<file path="src/hdl/hnm_pkg.sv">
package hnm_pkg;

    // configuration register indexes
    localparam logic [1:0] REG_IMAGE_WIDTH  = 2'd0;
    localparam logic [1:0] REG_IMAGE_HEIGHT = 2'd1;
    localparam logic [1:0] REG_STRENGTH     = 2'd2;

    localparam int FIFO_DEPTH = 4;

    // one pixel job for the normal unit
    typedef struct packed {
        logic signed [7:0] dx;
        logic signed [7:0] dy;
        logic [15:0]       row;
        logic [9:0]        col;
        logic              last;
        logic              eof;
    } job_t;

    // queue status seen by the front
    typedef struct packed {
        logic empty;
        logic full;
    } fifo_stat_t;

endpackage

</file>
<file path="src/hdl/hnm_fifo.sv">
module hnm_fifo import hnm_pkg::*; (
    input  logic       clk,
    input  logic       rst_n,
    input  logic       push,
    input  job_t       push_job,
    input  logic       pop,
    output job_t       head,
    output fifo_stat_t stat
);

    localparam int PW = $clog2(FIFO_DEPTH);

    job_t          mem [FIFO_DEPTH];
    logic [PW-1:0] wr_ptr_reg, rd_ptr_reg;
    logic [PW:0]   count_reg;

    assign head       = mem[rd_ptr_reg];
    assign stat.empty = (count_reg == '0);
    assign stat.full  = (count_reg == (PW+1)'(FIFO_DEPTH));

    always_ff @(posedge clk)
    begin
        if (push)
        begin
            mem[wr_ptr_reg] <= push_job;
        end
    end

    always_ff @(posedge clk or negedge rst_n)
    begin
        if (!rst_n)
        begin
            wr_ptr_reg <= '0;
            rd_ptr_reg <= '0;
            count_reg  <= '0;
        end
        else
        begin
            if (push)
            begin
                wr_ptr_reg <= wr_ptr_reg + PW'(1);
            end
            if (pop)
            begin
                rd_ptr_reg <= rd_ptr_reg + PW'(1);
            end
            if (push && !pop)
            begin
                count_reg <= count_reg + (PW+1)'(1);
            end
            else if (pop && !push)
            begin
                count_reg <= count_reg - (PW+1)'(1);
            end
        end
    end

endmodule

</file>
<file path="config.mk">
export PLATFORM = sky130hd
export DESIGN_NAME = hnm_fifo
export DESIGN_NICKNAME = d
export VERILOG_FILES = /design/src/hdl/hnm_pkg.sv /design/src/hdl/hnm_fifo.sv
export SDC_FILE = /design/constraint.sdc
export NUM_CORES = 1
export LEC_CHECK = 0
export BUFFER_PORTS_ARGS = -buffer_cell sky130_fd_sc_hd__clkbuf_2
export CORE_MARGIN = 2
export CORE_UTILIZATION = 45
export CTS_BUF_LIST = sky130_fd_sc_hd__clkbuf_4 sky130_fd_sc_hd__clkbuf_8 sky130_fd_sc_hd__clkbuf_16
export CTS_CLUSTER_SIZE = 25
export DETAILED_ROUTE_END_ITERATION = 10
export HOLD_SLACK_MARGIN = 0.05
export PLACE_DENSITY = 0.68
export SYNTH_ARGS = -nofsm -noshare
export SYNTH_HDL_FRONTEND = slang
export SYNTH_SLANG_ARGS = --single-unit
</file>
<file path="constraint.sdc">
create_clock -name clk -period 5.9 [get_ports clk]
set_input_delay 1.475 -clock clk [delete_from_list [all_inputs] [get_ports clk]]
set_output_delay 1.475 -clock clk [all_outputs]
set_load 0.005 [all_outputs]
</file>
==> out/results.tsv <==
stage	metric	value	unit
timing	Sum Neg Setup Slack	0	ns
layout	most common cell after layout, fill and taps aside	edfxtp_1	
route	drt total wl	11100	um
synthesis	cell count after synthesis	264	
synthesis	Syn Nets	318	
critical_path	type of the worst setup path	reg -> out	
global_route	GRT Total Usage	14.8	%
pwr	total chip power	4.01	mW
route	via count	2957	
place	port bufs	93	
critical_path	worst path arrival time	2.27	ns
die	Row Count	44	
global_route	vias in the first global route	3232	
route	DR WL/cell	19.6	um
layout	Final nets	424	
global_route	grt total ovfl	0	
clock_network	worst skew pair latency	0.42	ns
critical_path	crit path max fanout	46	
global_route	antenna violations before repair	0	
route	post-route ant nets	0	
clock_network	hold-fix buffers at CTS	0	
die	I/O pin cnt	94	
die	Die Ht	127	um
clock_network	postcts setup bufs	0	
timing	Slew Limit Fails	0	
clock_network	Root Driver	clkbuf_16	
place	Final Wtd Congestion	0.646	
critical_path	cell-by-cell trace of the critical path	mux4_1, clkbuf_2	
synthesis	Post-Syn Area	0.00681	mm^2
layout	most frequent cells in the layout	edfxtp_1 (176), clkbuf_2 (93), mux4_2 (38), clkbuf_16 (17)	
global_route	first-pass GRT wire length	17400	um
clock_network	CTS tree	done	
route	Initial DRC Count	229	
clock_network	Post-CTS Resized	0	
pwr	PD cells	496	mW/mm^2
timing	clk_skew	0.00471	ns
place	DP Wirelength	6300	um
route	Detailed Routing Iterations Pass 1	4	
critical_path	crit path launch type	flop	
pwr	Leak	2.84	nW
layout	Layout area overhead	18.8	%
critical_path	CP max stage delay	1.03	ns
layout	Multi-input gate area	0.00122	mm^2
critical_path	CP max stage cell	dfrtp_4	
status	result of the run	completed	
timing	RSZ-0062 raised after global routing	no	
timing	Final period util	63.4	%
layout	Register Area	0.00547	mm^2
synthesis	Mean Syn Cell Area	25.8	um^2
timing	Worst Hold Margin	0.491	ns
clock_network	clock tree sinks	183	
clock_network	CTS Buf Count	17	
global_route	pin count of the biggest net entering global routing	47	
timing	final setup violating endpoints	0	
timing	Max Freq	0.267	GHz
die	die width	127	um
pwr	VDD IR max	0.341	mV
synthesis	unique cell type count in the Yosys netlist	19	
clock_network	H-tree Lvls	4	
die	initial core utilization	46.5	%
critical_path	Crit. End Element	primary output	
min_path	Worst Hold Class	reg -> reg	
layout	max FFs per register	176	
clock_network	clk slew on worst S/H paths	0.06	ns
synthesis	synth warn	0	
layout	share of layout cells above drive strength 1	44.4	%
layout	fillers	1132	
timing	Max-slew headroom	21.0	%
die	core region area	0.0146	mm^2
clock_network	clock tree buffer depth	2	
critical_path	CP Data Required Time	4.43	ns
synthesis	post-synthesis sequential area ratio	80.2	%
die	die footprint	0.0161	mm^2
layout	Diodes inserted	0	
route	DRC	0	
synthesis	flops & latches, synth	183	
timing	endpoints failing hold	0	
run	maximum capacitance violations	0	
timing	Least-Margin Pin Slew	1.19	ns
route	vias per inst	5.22	
timing	post-route minimum period	3.74	ns
-- metrics by stage --
| stage | setup WS [ns] | instance area [um^2] | std cells | utilization, % |
|---|---|---|---|---|
| after CTS | 2.06 | 8080 | 567 | 55.2 |
| after global placement | 2.51 | 7420 | 535 | 50.7 |
| after floorplan | 2.96 | 6810 | 264 | - |
| final | 2.16 | 8080 | 567 | 55.2 |
| after detailed placement | 2.53 | 7420 | 535 | 50.7 |
| after global routing | 1.96 | 8080 | 567 | 55.2 |
-- synth_stat cells --
library cell  number  area share, %
inv_1              4           0.22
buf_12             4            1.2
buf_6              1           0.17
ha_1               5           0.92
dfrtp_1            7            2.6
nor2_1             1          0.055
mux2_2             1           0.17
nor3_1             1          0.073
xor2_1             4           0.51
buf_2              5           0.37
xnor2_1            2           0.26
mux4_2            38             13
edfxtp_1         176             78
nand2_1            2           0.11
fa_1               1           0.29
mux4_1             6            2.3
o21ai_0            1          0.073
and2_1             4           0.37
nor3b_1            1           0.11
-- per-layer routing --
| layer | part of all wire [%] | vias up | global-route usage [%] | wire (um) |
|---|---|---|---|---|
| li1 | - | 1331 | - | - |
| met1 | 43 | 1522 | 18.5 | 4760 |
| met2 | 49 | 86 | 23.8 | 5500 |
| met3 | 5.9 | 18 | 5.11 | 661 |
| met4 | 1.7 | 0 | 6.59 | 192 |
| met5 | 0 | - | 0 | 0 |
-- final cells by class --
type,instances,area share (%)
Sequential cell,183,67.6
Multi-Input combinational cell,67,15.1
Timing Repair Buffer,97,6.13
Clock buffer,21,5.63
Tap cell,184,2.85
Clock inverter,11,2.51
Inverter,4,0.186
-- power by group --
part / leakage, nW / internal [mW] / total, mW / switching (mW)
clock network: 0.319 / 0.807 / 1.24 / 0.432
logic: 0.827 / 0.494 / 0.848 / 0.355
registers: 1.70 / 1.70 / 1.92 / 0.221
total: 2.84 / 3.00 / 4.01 / 1.01
-- critical path: cells and delay by family, from the launching register on --
family                 cells  cell delay, ns
multiplexers               1            0.67
flip-flops                 1            1.03
buffers and inverters      1            0.13
-- final timing paths --
| kind | slack (ns) | to | start | cells after the start |
|---|---|---|---|---|
| max | 2.16 | head[30] | rd_ptr_reg[0] | 2 |
| min | 0.49 | count_reg[2] | count_reg[2] | 1 |
| max reg2reg | 3.88 | mem[0][28] | wr_ptr_reg[0] | 4 |
| min reg2reg | 0.49 | count_reg[2] | count_reg[2] | 1 |
| max in group asynchronous | 4.83 | rd_ptr_reg[0] | rst_n | 1 |
| min in group asynchronous | 0.88 | wr_ptr_reg[1] | rst_n | 1 |
-- kinds of logic (layout without fill, tap and decap cells) --
| family | Yosys count | in the layout | synth area share, % |
|---|---|---|---|
| XOR/XNOR | 6 | 6 | 0.772 |
| buffers and inverters | 14 | 133 | 1.93 |
| adder cells (fa/ha/maj) | 6 | 6 | 1.21 |
| AO/OA/AOI/OAI | 1 | 1 | 0.0735 |
| multiplexers | 45 | 45 | 15.1 |
| AND/OR/NAND/NOR | 9 | 9 | 0.717 |
| flip-flops | 183 | 183 | 80.2 |
No activity file was read; power rests on OpenSTA's default activity.
